**src/ict_pkg.sv**
```systemverilog
package ict_pkg;

    localparam int CORDIC_STEPS = 16;
    localparam int ATAN_LEN     = 24;
    localparam int NSTEPS       = (CORDIC_STEPS < ATAN_LEN) ? CORDIC_STEPS : ATAN_LEN;
    localparam int SQRT_STEPS   = 24;
    localparam int DIV_CHUNKS   = 4;
    localparam int DIV_STEPS    = 2 * DIV_CHUNKS;
    localparam int TILT_LAST    = SQRT_STEPS + NSTEPS - 1;
    localparam int RUN_LAST     = (TILT_LAST > DIV_STEPS - 1) ? TILT_LAST : DIV_STEPS - 1;
    localparam int CNT_W        = $clog2(RUN_LAST + 1);
    localparam int DIVISOR      = 16375;
    localparam int DIV_OFFSET   = 8187;
    localparam int DIV_SHIFT    = 44;
    localparam logic [30:0] DIV_RECIP = 31'((64'd1 << DIV_SHIFT) / 64'(DIVISOR));
    localparam logic [15:0] BLEND_RESET = 16'd62915;

    typedef enum logic [7:0] {
        REG_BIAS_X = 8'd0,
        REG_BIAS_Y = 8'd1,
        REG_BIAS_Z = 8'd2,
        REG_BLEND  = 8'd3
    } t_cfg_reg;

    typedef enum logic [2:0] {
        S_IDLE,
        S_MUL,
        S_PREP,
        S_RUN,
        S_INT,
        S_BLEND,
        S_SUM,
        S_OUT
    } t_state;

    typedef struct packed {
        logic signed [15:0] accel_x;
        logic signed [15:0] accel_y;
        logic signed [15:0] accel_z;
        logic signed [15:0] rate_x;
        logic signed [15:0] rate_y;
        logic signed [15:0] rate_z;
        logic        [31:0] time_ms;
    } t_sample;

    typedef struct packed {
        logic signed [31:0] fused_x;
        logic signed [31:0] fused_y;
        logic signed [31:0] fused_z;
        logic signed [31:0] drift_x;
        logic signed [31:0] drift_y;
        logic signed [31:0] drift_z;
    } t_result;

    typedef struct packed {
        logic [2:0][15:0] accel;
        logic [2:0][16:0] rate;
        logic [31:0]      dt;
    } t_job;

    function automatic logic [21:0] atan_entry(input logic [4:0] idx);
        logic [21:0] v;
        case (idx)
            5'd0:  v = 22'd2949120;
            5'd1:  v = 22'd1740967;
            5'd2:  v = 22'd919879;
            5'd3:  v = 22'd466945;
            5'd4:  v = 22'd234379;
            5'd5:  v = 22'd117304;
            5'd6:  v = 22'd58666;
            5'd7:  v = 22'd29335;
            5'd8:  v = 22'd14668;
            5'd9:  v = 22'd7334;
            5'd10: v = 22'd3667;
            5'd11: v = 22'd1833;
            5'd12: v = 22'd917;
            5'd13: v = 22'd458;
            5'd14: v = 22'd229;
            5'd15: v = 22'd115;
            5'd16: v = 22'd57;
            5'd17: v = 22'd29;
            5'd18: v = 22'd14;
            5'd19: v = 22'd7;
            5'd20: v = 22'd4;
            5'd21: v = 22'd2;
            5'd22: v = 22'd1;
            default: v = 22'd0;
        endcase
        return v;
    endfunction

endpackage

```
**src/ict_queue.sv**
```systemverilog
module ict_queue (
    input  logic          i_clk,
    input  logic          i_rst_n,
    input  logic          i_push,
    input  ict_pkg::t_job i_data,
    output logic          o_full,
    input  logic          i_pop,
    output ict_pkg::t_job o_data,
    output logic          o_empty
);
    import ict_pkg::*;

    t_job       r_mem [2];
    logic       r_wp, r_rp;
    logic [1:0] r_cnt;

    assign o_full  = (r_cnt == 2'd2);
    assign o_empty = (r_cnt == 2'd0);
    assign o_data  = r_mem[r_rp];

    always_ff @(posedge i_clk) begin
        if (i_push && !o_full) begin
            r_mem[r_wp] <= i_data;
        end
    end

    always_ff @(posedge i_clk) begin
        if (!i_rst_n) begin
            r_wp  <= 1'b0;
            r_rp  <= 1'b0;
            r_cnt <= 2'd0;
        end else begin
            if (i_push && !o_full) begin
                r_wp <= !r_wp;
            end
            if (i_pop && !o_empty) begin
                r_rp <= !r_rp;
            end
            r_cnt <= r_cnt + 2'((i_push && !o_full) ? 1 : 0) - 2'((i_pop && !o_empty) ? 1 : 0);
        end
    end

endmodule

```
**config.mk**
```make
export PLATFORM = sky130hd
export DESIGN_NAME = ict_queue
export DESIGN_NICKNAME = d
export VERILOG_FILES = /design/src/ict_pkg.sv /design/src/ict_queue.sv
export SDC_FILE = /design/constraint.sdc
export NUM_CORES = 1
export LEC_CHECK = 0
export ABC_AREA = 1
export BUFFER_PORTS_ARGS = -buffer_cell sky130_fd_sc_hd__buf_4
export CAP_MARGIN = 20
export CELL_PAD_IN_SITES_DETAIL_PLACEMENT = 0
export CELL_PAD_IN_SITES_GLOBAL_PLACEMENT = 1
export CORE_ASPECT_RATIO = 1.25
export CORE_MARGIN = 2
export CORE_UTILIZATION = 45
export DETAILED_ROUTE_END_ITERATION = 8
export PLACE_DENSITY = 0.88
export SYNTH_ARGS = -nofsm -noshare
export SYNTH_HDL_FRONTEND = slang
export SYNTH_SLANG_ARGS = --single-unit
```
**constraint.sdc**
```tcl
create_clock -name i_clk -period 19.8 [get_ports i_clk]
set_input_delay 3.96 -clock i_clk [delete_from_list [all_inputs] [get_ports i_clk]]
set_output_delay 3.96 -clock i_clk [all_outputs]
set_load 0.005 [all_outputs]
```
### Word-level counts from Yosys, hierarchy flattened

Memory sizes are Yosys's and may differ from the RTL's. A register that Yosys moved wholly into a read port is not among the register bits.
Cells that the tools add are included.

* register bits after elaboration: 4
* bits in latches: 0
* bits in writable memories: 262
* bits in read-only memories: 0
* output and inout port bits: 133
* word-level logic and storage cells: 20
* memories kept: 1

* $add $sub $neg: 2
* $mul: 0
* divide/modulo/power cells: 0
* $lt $le $gt $ge: 0
* equality and inequality tests: 1
* shifts and indexed selects: 0
* muxes and demuxes: 6
* bitwise logic cells: 0
* reductions and logical operators: 7

Memory list
* r_mem: depth 2, bits a word 131, rd ports 1, clocked after memory_dff 1, write ports 1, line ict_queue.sv:13 `t_job r_mem [2];`

Operators with widths (number)
* 1-bit two-way mux: 6
* 1-bit logical NOT: 4
* 2-bit by 1-bit adder with 2-bit output: 1
* 2-bit == test (second input constant): 1
* 1-bit logical AND: 2
* 2-bit logical NOT: 1
* 2-bit by 1-bit subtractor with 2-bit output: 1

### Logic depth before layout (Yosys ltp)

* word-level depth: 6
* mapped depth: 11

### Worst setup path after synthesis

No wires, ideal clock.

* kind: in2reg
* from: input i_push
* to: memory r_mem[0][0] (netlist bit), enable pin
* arrival time: 9.471 ns
* required time: 19.178 ns
* slack: 9.707 ns
* stages: 2
* cells stage by stage: nand2_1 nor2_1

* longest elaborated chain between the ends: 3

Ends and longest elaborated chain
* start, declared: line ict_queue.sv:4 `input logic i_push,`
* 1-bit logical AND: line ict_queue.sv:22 `if (i_push && !o_full) begin`
* 1-bit two-way mux: line ict_queue.sv:22
* 1-bit two-way mux (implied by the code): line ict_queue.sv:23 `r_mem[r_wp] <= i_data;`
* end, declared: line ict_queue.sv:13

Every way passes these cells.

==> reports/qor.yml <==
worst_setup_path:
  worst_path_largest_cell_delay_ps: 820
  cp-start-kind: "flop"
  r2r-end: "r_mem[0][21]$_DFFE_PP_"
  crit_chain: "buf_4, buf_4, mux2_2, buf_4"
  crit_slowest_cell: "buf_4"
  r2r_cells: 6
  arrival_ps: 3420
  rr_startpoint: "r_cnt[0]$_SDFF_PN0_"
  crit_top_cell: "buf_4"
  critPathKind: "flop to output port"
  critPathCaptureType: "output port"
  critPathRequiredTime_ps: 15840
  reg2reg_slack_ps: 17040
  cp_max_fo: 60
synth:
  synth_mux_area_share_pct: 18.0
  synth_xor_area_share_pct: 0
  syn_inst: 446
  synth-adder-area-share_pct: 0.248
  syn_avg_cell_area_sq_um: 22.6
  seq_area_frac_synth_pct: 79.1
  syn_nets: 583
  synth-compound-area-share_pct: 0.0993
  synth_top_family_by_area: "multiplexers"
  synth.distinct_cells: 13
  yosys.area_share.simple_pct: 0.782
  ys.warnings.count: 0
  syn_area_sq_um: 10100
  synth_seq_cells: 267
global_route:
  grt_use_total_pct: 15.4
  antenna_found_initial: 0
  grt_pass1_vias: 5239
  grt_pass1_wl_mm: 27.7
  grt_max_degree: 85
  grt-ovfl-total: 0
sta:
  max_clock_freq_ghz: 0.136
  rsz0062_at_grt: "false"
  tightestPinTransition_ps: 952
  whs_ps: 508
  post-route-period-util_pct: 37.3
  fin_skew_ps: 20.0
  slew_viol_final: 0
  hold_violations: 0
  setup_violations: 0
  layout_min_cycle_time_ps: 7380
  setup-tns-final_ps: 0
  slew_headroom_pct: 36.5
worst_hold_path:
  min_to: "r_rp$_SDFFE_PN0P_"
  min_from: "r_rp$_SDFFE_PN0P_"
  hold_class: "flop to flop"
  hold_path_depth: 2
floorplan:
  initial_core_util_pct: 45.5
  rows: 61
  die_height_microns: 171
  io-pin-count: 268
  dieArea_sq_um: 23600
  die-width_microns: 138
  core-area_sq_um: 22100
clock_tree:
  cts_buffer_depth: 3
  cts_sinks: 267
  cts_root_buffer: "clkbuf_16"
  clkLatencyLatePin_ps: 510
  h-tree-depth: 1
  numCtsBuffers: 25
  cts_tree: "done"
  cts_setup_buffers: 0
  ctsHoldBuffers: 0
  ctsResizeCount: 0
  clk_pin_slew_ps: 60
placement:
  numPortBuffers: 267
  hpwl_mm: 12.9
  gp_routability_congestion: 0.742
drt:
  wirelength_mm: 19.1
  first_pass_iters: 4
  detail_route.iter0.violations: 343
  vias: 5012
  wl_met3_mm: 1.37
  post-route-drc-count: 0
  m1WireLength_mm: 7.05
  met2_length_mm: 10.2
  routed_via_density: 4.85
  top_layer: "met4"
  antenna_left: 0
  routedWlPerCell_microns: 18.5
final_layout:
  fill_cells: 1625
  multiInputGateArea_sq_um: 1930
  seq_area_sq_um: 7970
  layout_commonest_cell: "buf_4"
  nets: 868
  final_cell_mix: "272 x buf_4, 262 x edfxtp_1, 90 x mux2_4"
  drive_gt1_share_pct: 59.6
  syn_to_final_growth_pct: 30.6
  antennaDiodeCount: 0
run:
  drv_cap: 0
outcome:
  status: "completed"
pwr:
  p_leak_nw: 5.10
  p_per_area_nw_per_um2: 122
  vdd_drop_max_mv: 0.0800
where the power goes:
| group | internal (mW) | total, mW | switching, mW |
|---|---|---|---|
| Clock | 0.260 | 0.455 | 0.195 |
| Combinational | 0.238 | 0.402 | 0.164 |
| Sequential | 0.718 | 0.750 | 0.0321 |
flip-flops by register name (all words and copies together), names as in the netlist, named ones only:
register,cells
r_cnt,2
r_wp,1
r_mem,262
r_rp,1
layer usage:
metal	vias up	global-route usage, %
li1	2314	-
met1	2466	17.6
met2	196	28.0
met3	36	3.63
met4	0	5.06
met5	-	0
kinds of logic (layout without fill, tap and decap cells):
kind of cell / after synthesis / count (layout)
mux: 131 / 131
flops: 267 / 267
simple gates: 20 / 20
buf+inv: 24 / 328
fa+ha+maj: 2 / 2
compound gates: 2 / 2
metrics by stage:
step                      instance area (sq um)  total power, mW  instances  setup WS [ps]  utilization, %
after floorplan                           10100            0.993        446           9710               -
after global placement                    12300             1.15        986          13040            55.8
after detailed placement                  12300             1.17        986          12930            55.8
after CTS                                 13100             1.63       1032          12360            59.3
after global routing                      13200             1.68       1033          12220            59.4
final                                     13200             1.61       1033          12420            59.4
worst max-delay path by stage:
stage               slack [ps]                     to  depth (start not counted)  startpoint
global placement         13040            o_data[130]                          4        flop
floorplan                 9710  r_mem[0][0]$_DFFE_PP_                          2      i_push
global route             12220            o_data[130]                          4        flop
finish                   12420            o_data[130]                          4        flop
detailed placement       12930            o_data[130]                          4        flop
CTS                      12360            o_data[130]                          4        flop
synth_stat cells:
cell / n / area [sq um]
a21oi_1: 2 / 10.0
buf_2: 4 / 20.0
buf_6: 10 / 113
buf_8: 1 / 15.0
dfxtp_1: 5 / 100
edfxtp_1: 262 / 7870
ha_1: 2 / 25.0
inv_1: 9 / 33.8
mux2_2: 41 / 462
mux2_4: 90 / 1350
nand2_1: 9 / 33.8
nand3_1: 3 / 15.0
nor2_1: 8 / 30.0
worst max-delay path: cells and delay by family, from the launching register on:
kind	cells	cell delay, ps
buffers and inverters	3	1620
DFF	1	750
muxes	1	420
final cells by class:
class	count	area share, %
sequential	267	60.6
timing repair buffer	273	15.7
multi-input combinational	155	14.7
clock buffer	29	4.87
tap	283	2.69
clock inverter	17	1.12
inverter	9	0.295
Note: power is estimated with default switching activity, not from simulation.
