**src/ict_pkg.sv**
```systemverilog
package ict_pkg;

    localparam int CORDIC_STEPS = 16;
    localparam int ATAN_LEN     = 24;
    localparam int NSTEPS       = (CORDIC_STEPS < ATAN_LEN) ? CORDIC_STEPS : ATAN_LEN;
    localparam int SQRT_STEPS   = 24;
    localparam int DIV_CHUNKS   = 4;
    localparam int DIV_STEPS    = 2 * DIV_CHUNKS;
    localparam int TILT_LAST    = SQRT_STEPS + NSTEPS - 1;
    localparam int RUN_LAST     = (TILT_LAST > DIV_STEPS - 1) ? TILT_LAST : DIV_STEPS - 1;
    localparam int CNT_W        = $clog2(RUN_LAST + 1);
    localparam int DIVISOR      = 16375;
    localparam int DIV_OFFSET   = 8187;
    localparam int DIV_SHIFT    = 44;
    localparam logic [30:0] DIV_RECIP = 31'((64'd1 << DIV_SHIFT) / 64'(DIVISOR));
    localparam logic [15:0] BLEND_RESET = 16'd62915;

    typedef enum logic [7:0] {
        REG_BIAS_X = 8'd0,
        REG_BIAS_Y = 8'd1,
        REG_BIAS_Z = 8'd2,
        REG_BLEND  = 8'd3
    } t_cfg_reg;

    typedef enum logic [2:0] {
        S_IDLE,
        S_MUL,
        S_PREP,
        S_RUN,
        S_INT,
        S_BLEND,
        S_SUM,
        S_OUT
    } t_state;

    typedef struct packed {
        logic signed [15:0] accel_x;
        logic signed [15:0] accel_y;
        logic signed [15:0] accel_z;
        logic signed [15:0] rate_x;
        logic signed [15:0] rate_y;
        logic signed [15:0] rate_z;
        logic        [31:0] time_ms;
    } t_sample;

    typedef struct packed {
        logic signed [31:0] fused_x;
        logic signed [31:0] fused_y;
        logic signed [31:0] fused_z;
        logic signed [31:0] drift_x;
        logic signed [31:0] drift_y;
        logic signed [31:0] drift_z;
    } t_result;

    typedef struct packed {
        logic [2:0][15:0] accel;
        logic [2:0][16:0] rate;
        logic [31:0]      dt;
    } t_job;

    function automatic logic [21:0] atan_entry(input logic [4:0] idx);
        logic [21:0] v;
        case (idx)
            5'd0:  v = 22'd2949120;
            5'd1:  v = 22'd1740967;
            5'd2:  v = 22'd919879;
            5'd3:  v = 22'd466945;
            5'd4:  v = 22'd234379;
            5'd5:  v = 22'd117304;
            5'd6:  v = 22'd58666;
            5'd7:  v = 22'd29335;
            5'd8:  v = 22'd14668;
            5'd9:  v = 22'd7334;
            5'd10: v = 22'd3667;
            5'd11: v = 22'd1833;
            5'd12: v = 22'd917;
            5'd13: v = 22'd458;
            5'd14: v = 22'd229;
            5'd15: v = 22'd115;
            5'd16: v = 22'd57;
            5'd17: v = 22'd29;
            5'd18: v = 22'd14;
            5'd19: v = 22'd7;
            5'd20: v = 22'd4;
            5'd21: v = 22'd2;
            5'd22: v = 22'd1;
            default: v = 22'd0;
        endcase
        return v;
    endfunction

endpackage

```
**src/ict_front.sv**
```systemverilog
module ict_front (
    input  logic             i_clk,
    input  logic             i_rst_n,
    input  ict_pkg::t_sample i_item,
    input  logic             push,
    output logic             full,
    input  logic             valid,
    output logic             ready,
    input  logic [7:0]       i_cfg_index,
    input  logic [15:0]      i_cfg_data,
    output ict_pkg::t_job    o_job,
    output logic             o_job_push,
    input  logic             i_job_full,
    output logic [15:0]      o_blend_weight
);
    import ict_pkg::*;

    logic        [31:0] r_prev_time;
    logic signed [15:0] r_bias_x, r_bias_y, r_bias_z;
    logic        [15:0] r_blend;

    assign ready          = 1'b1;
    assign full           = i_job_full;
    assign o_job_push     = push && !i_job_full;
    assign o_blend_weight = r_blend;

    always_comb begin
        o_job.accel[0] = i_item.accel_x;
        o_job.accel[1] = i_item.accel_y;
        o_job.accel[2] = i_item.accel_z;
        o_job.rate[0]  = {i_item.rate_x[15], i_item.rate_x} - {r_bias_x[15], r_bias_x};
        o_job.rate[1]  = {i_item.rate_y[15], i_item.rate_y} - {r_bias_y[15], r_bias_y};
        o_job.rate[2]  = {i_item.rate_z[15], i_item.rate_z} - {r_bias_z[15], r_bias_z};
        o_job.dt       = i_item.time_ms - r_prev_time;
    end

    always_ff @(posedge i_clk) begin
        if (!i_rst_n) begin
            r_prev_time <= '0;
            r_bias_x    <= '0;
            r_bias_y    <= '0;
            r_bias_z    <= '0;
            r_blend     <= BLEND_RESET;
        end else begin
            if (valid && ready) begin
                case (t_cfg_reg'(i_cfg_index))
                    REG_BIAS_X: r_bias_x <= i_cfg_data;
                    REG_BIAS_Y: r_bias_y <= i_cfg_data;
                    REG_BIAS_Z: r_bias_z <= i_cfg_data;
                    REG_BLEND:  r_blend  <= i_cfg_data;
                    default: ;
                endcase
            end
            if (o_job_push) begin
                r_prev_time <= i_item.time_ms;
            end
        end
    end

endmodule

```
**config.mk**
```make
export PLATFORM = sky130hd
export DESIGN_NAME = ict_front
export DESIGN_NICKNAME = d
export VERILOG_FILES = /design/src/ict_pkg.sv /design/src/ict_front.sv
export SDC_FILE = /design/constraint.sdc
export NUM_CORES = 1
export LEC_CHECK = 0
export BUFFER_PORTS_ARGS = -buffer_cell sky130_fd_sc_hd__buf_4
export CAP_MARGIN = 20
export CORE_ASPECT_RATIO = 1.5
export CORE_UTILIZATION = 51
export CTS_CLUSTER_SIZE = 28
export DETAILED_ROUTE_END_ITERATION = 16
export PLACE_DENSITY = 0.82
export SYNTH_ARGS = -nofsm -noshare
export SYNTH_HDL_FRONTEND = slang
export SYNTH_SLANG_ARGS = --single-unit
```
**constraint.sdc**
```tcl
create_clock -name i_clk -period 3 [get_ports i_clk]
set_input_delay 0.15 -clock i_clk [delete_from_list [all_inputs] [get_ports i_clk]]
set_output_delay 0.15 -clock i_clk [all_outputs]
set_load 0.03 [all_outputs]
```
After elaboration in Yosys (flattened, before gate mapping)
Cells that the tools add are included.
W data, S select, Z words.
{"block": "word_totals", "output_inout_bits": 150, "word_cells": 19, "register_bits": 96, "input_bits": 157}
{"block": "op_classes", "n_addsub": 4, "n_eq_ne": 3, "reduce_logical": 7}
{"cell": "$sub A16 B16 Y17", "count": 3}
{"cell": "$sub A32 B32 Y32", "count": 1}
{"cell": "$eq A8 B2 Y1 const B", "count": 2}
{"cell": "$eq A8 B1 Y1 const B", "count": 1}
{"cell": "$logic_not A8 Y1", "count": 1}
{"cell": "$reduce_and A2 Y1", "count": 4}
{"cell": "$logic_and A1 B1 Y1", "count": 1}
{"cell": "$logic_not A1 Y1", "count": 1}

Logic depth before layout (Yosys ltp)
{"block": "logic_depth", "word_depth": 2, "depth_mapped": 11, "depth_no_buf": 11}

Worst setup path before layout
Ideal clock, no wire load.
{"block": "synth_path", "kind": "reg2out", "startpoint": "register r_prev_time[0]", "endpoint": "output o_job[28] (netlist bit)", "arrival_ns": 2.597, "stages_incl_launch_ff": 11, "setup_slack_ns": 0.253, "t_required_ns": 2.850, "path_buffers": 0, "cell_sequence": "dfxtp_1 -> ha_1 -> fa_1 -> nor2b_1 -> o211a_1 -> o21ai_1 -> a211o_1 -> o31ai_2 -> nand4_1 -> a21oi_1 -> xor2_1"}
{"element": "start, declared", "line": "ict_front.sv:18", "text": "logic [31:0] r_prev_time;"}
{"element": "start signal, assigned", "line": "ict_front.sv:55", "text": "r_prev_time <= i_item.time_ms;"}
{"element": "end, declared", "line": "ict_front.sv:11", "text": "output ict_pkg::t_job o_job,"}

==> Implementation_results.wiki <==
{| class="wikitable"
! Metric !! Value
|-
| Total track usage || 28.33%
|-
| Lkg Pwr || 0.004693 µW
|-
| Number of antenna violations at the first check in global routing || 1
|-
| FFs w/ async S/R, synth || 0%
|-
| Growth of design area from synthesis to finish || 29.10%
|-
| Layout cell share with drive strength beyond 1 || 28.72%
|-
| Max Cap Viol || 0
|-
| Sum of net half-perimeters after detailed placement || 18820 µm
|-
| Biggest area contributors in the synthesized netlist || sky130_fd_sc_hd__dfxtp_1 (23%), sky130_fd_sc_hd__ha_1 (12%), sky130_fd_sc_hd__mux2i_1 (5.9%)
|-
| Count of fill cells added during filler insertion || 1353
|-
| Root buffer selected by CTS || sky130_fd_sc_hd__clkbuf_16
|-
| Share of the clock period used by the worst path after layout || 102.0%
|-
| Distinct cells, synth || 71
|-
| Number of remaining DRC errors || 0
|-
| Wirelength per Cell || 17.45 µm
|-
| Worst R2R Start || r_prev_time[1]
|-
| DRC violation total after the first TritonRoute iteration || 378
|-
| First-pass iteration count of the detailed router || 5
|-
| Most common library cell in the layout ignoring fill and taps || sky130_fd_sc_hd__buf_4
|-
| Slew HR || 45.57%
|-
| Critical path class || register to output port
|-
| Status || finished, violations left
|-
| Net Sw Power || 1583 µW
|-
| Achievable frequency || 326.9 MHz
|-
| Power Density || 405.3 nW/µm²
|-
| Number of placed cells counting well taps || 1416
|-
| Number of slew-limit violations in the final report || 0
|-
| Worst Hold Path EP || r_prev_time[0]
|-
| Avg Inst Size Synth || 7.778 µm²
|-
| Tightest Hold Check Type || input port to register
|-
| Placeable core region || 16120 µm²
|-
| Utilization of the core after routing || 66.98%
|-
| Part of the Yosys area used for sequential elements || 22.98%
|-
| RSZ-0062 raised after global routing || yes
|-
| Total via count after detailed routing || 8128
|-
| Slew of the pin with the lowest slew margin || 816.5 ps
|-
| Combined flip-flop and latch cell area || 1931 µm²
|-
| Worst-Skew Late Latency || 350 ps
|-
| Post-synthesis sequential element count || 96
|-
| Cell area after technology mapping || 8362 µm²
|-
| Violations in the final reports || negative setup slack
|-
| Logic depth of the worst register-to-register path || 3
|-
| Final setup viols || 6
|-
| Vias in the first global route || 7854
|-
| Maximum resistive drop on vdd || 0.2794 mV
|-
| Worst Path Max Fanout || 3
|-
| Clk slew on worst S/H paths || 80 ps
|-
| Remaining antenna violation count || 0
|-
| Critical Path AT || 2910 ps
|-
| Max Root-Sink Buffers || 2
|-
| Fraction of power consumed by sequential logic || 29.8%
|-
| Share of power burned in the clock network || 29.9%
|-
| Hold Vio Cnt, Final || 0
|-
| Worst Skew || 0 ps
|-
| Type of element capturing the critical path || output port
|-
| Reg-to-reg slack, setup || 2250 ps
|-
| Number of sinks driven by the clock tree || 96
|-
| Switching part of the total || 36.18%
|-
| Sum of negative setup slack || -188.0 ps
|-
| Number of H-tree levels || 3
|-
| Gate Count Post-Synth || 1075
|-
| Port buffer count || 209
|-
| Reg2Reg Capture Point || r_prev_time[1]
|-
| Int Pwr || 2792 µW
|-
| Standard-cell rows || 57
|-
| Area leader, netlist || sky130_fd_sc_hd__dfxtp_1
|-
| Wirelength, routed || 25400 µm
|-
| Pin count of the biggest net entering global routing || 97
|-
| Routability Congestion || 1.027
|-
| Height of the die || 158.8 µm
|-
| Multi-input logic area || 5966 µm²
|-
| Drt via density || 5.582
|-
| Number of nets in the final layout || 1485
|-
| Wire length of the first global-routing pass || 37760 µm
|-
| Number of synthesized flops with an enable pin || 0
|-
| Prevailing post-synth register cell || sky130_fd_sc_hd__dfxtp_1
|-
| Die boundary width || 106.6 µm
|-
| Net Count, Synth || 1315
|-
| Critical Path Start Type || register
|-
| Post-route minimum period || 3059 ps
|-
| Warning count from the yosys run || 0
|-
| Total gr overflow || 0
|-
| Ant. Diodes || 0
|-
| Fin worst setup slack || -58.93 ps
|-
| Commonest cells after routing, fill and taps aside || sky130_fd_sc_hd__buf_4 (238), sky130_fd_sc_hd__nand2_1 (126), sky130_fd_sc_hd__inv_1 (119)
|-
| CTS tree || built
|-
| Number of buffers added by the clock tree synthesis step || 9
|-
| Die footprint || 16920 µm²
|-
| Effective utilization at floorplan || 51.88%
|-
| Cell Count, Final, Fillers Out || 1456
|-
| Area share of the largest cell type after synthesis || 22.98%
|-
| Number of cells on the worst hold path || 3
|-
| Launch point of the worst hold path || i_item[0]
|-
| Relative contribution of combinational cells to total power || 40.3%
|-
| I/O pin cnt || 307
|-
| Worst endpoint required time || 2850 ps
|}
-- per-stage QoR --
| step | total power [µW] | hold slack [ps] | cell area [µm²] | setup slack (ps) |
|---|---|---|---|---|
| floorplan | 2446 | 274.0 | 8362 | 252.7 |
| CTS | 4254 | 54.02 | 10290 | -136.9 |
| detailed placement | 2891 | 300.2 | 9747 | 128.5 |
| global placement | 2881 | 300.2 | 9747 | 235.9 |
| finish | 4375 | 60.73 | 10800 | -58.93 |
| global route | 4555 | 69.71 | 10800 | -139.9 |
-- worst max-delay path: stages, from the launching register on --
cell and delay [ps]:
sky130_fd_sc_hd__dfxtp_2 340, sky130_fd_sc_hd__ha_4 160, sky130_fd_sc_hd__fa_2 340, sky130_fd_sc_hd__nor2b_2 140, sky130_fd_sc_hd__o211a_1 210, sky130_fd_sc_hd__o21ai_4 90, sky130_fd_sc_hd__a211o_1 320, sky130_fd_sc_hd__o31ai_4 230
sky130_fd_sc_hd__nand4_1 160, sky130_fd_sc_hd__a21oi_2 220, sky130_fd_sc_hd__xor2_1 160, sky130_fd_sc_hd__buf_4 180
-- state kept, by name, indices dropped and copies added (netlist names) --
register / cells
r_bias_x: 16
r_bias_z: 16
r_bias_y: 16
o_blend_weight: 16
r_prev_time: 32
-- cells in the mapped netlist (23+ instances only) --
library cell / n
sky130_fd_sc_hd__nand2_1: 129
sky130_fd_sc_hd__inv_1: 122
sky130_fd_sc_hd__dfxtp_1: 96
sky130_fd_sc_hd__ha_1: 79
sky130_fd_sc_hd__nor2b_1: 67
sky130_fd_sc_hd__a21oi_1: 60
sky130_fd_sc_hd__buf_4: 51
sky130_fd_sc_hd__mux2i_1: 49
sky130_fd_sc_hd__nor2_1: 48
sky130_fd_sc_hd__a21boi_0: 43
sky130_fd_sc_hd__xnor2_1: 37
sky130_fd_sc_hd__clkbuf_1: 24
sky130_fd_sc_hd__a21o_1: 23
sky130_fd_sc_hd__nand3_1: 23
sky130_fd_sc_hd__o21ai_0: 23
-- power by group through the flow --
stage | clock (µW) | sequential [µW] | combinational (µW)
finish | 1310 | 1310 | 1760
global route | 1380 | 1310 | 1870
CTS | 1330 | 1300 | 1620
detailed placement | 0 | 1330 | 1560
global placement | 0 | 1330 | 1550
floorplan | 0 | 1330 | 1110
-- logic make-up after synthesis --
group | share of synthesized area [%]
AOI/OAI and AO/OA | 20.13
buffers and inverters | 11.82
muxes | 5.866
xor gates and xnor gates | 5.761
and+or+nand+nor | 20.62
DFF | 22.98
adders and majority gates | 12.78
other | 0.04485
-- per-layer routing --
layer	vias to the layer above	wire length (µm)	track usage (%)
li1	3938	-	-
met1	3722	8708	27.74
met2	363	13580	54.25
met3	105	1751	4.844
met4	0	1365	16.38
met5	-	0	0
-- how the worst max path moves through the flow --
stage / startpoint / endpoint / slack [ps] / cells after the start
after global placement: r_prev_time[0] / o_job[28] / 240 / 11
after floorplan: r_prev_time[0] / o_job[28] / 250 / 10
final: r_prev_time[0] / o_job[28] / -60 / 11
after CTS: r_prev_time[1] / o_job[25] / -140 / 12
after global routing: r_prev_time[0] / o_job[28] / -140 / 11
after detailed placement: r_prev_time[0] / o_job[28] / 130 / 11
-- area by class of cell --
cell class,instances,share of cell area (%)
multi-input combinational,772,55.26
timing repair buffer,244,17.18
clock inverter,5,0.7997
sequential,96,17.88
clock buffer,11,2.248
tap,206,2.388
inverter,122,4.242
-- repair_timing --
action,CTS,global route
setup buffers,8,16
pin swaps,17,42
hold buffers,0,0
gates resized for setup,27,85
endpoints found under the setup margin,13,32
Power figures use the tool's default switching activity.
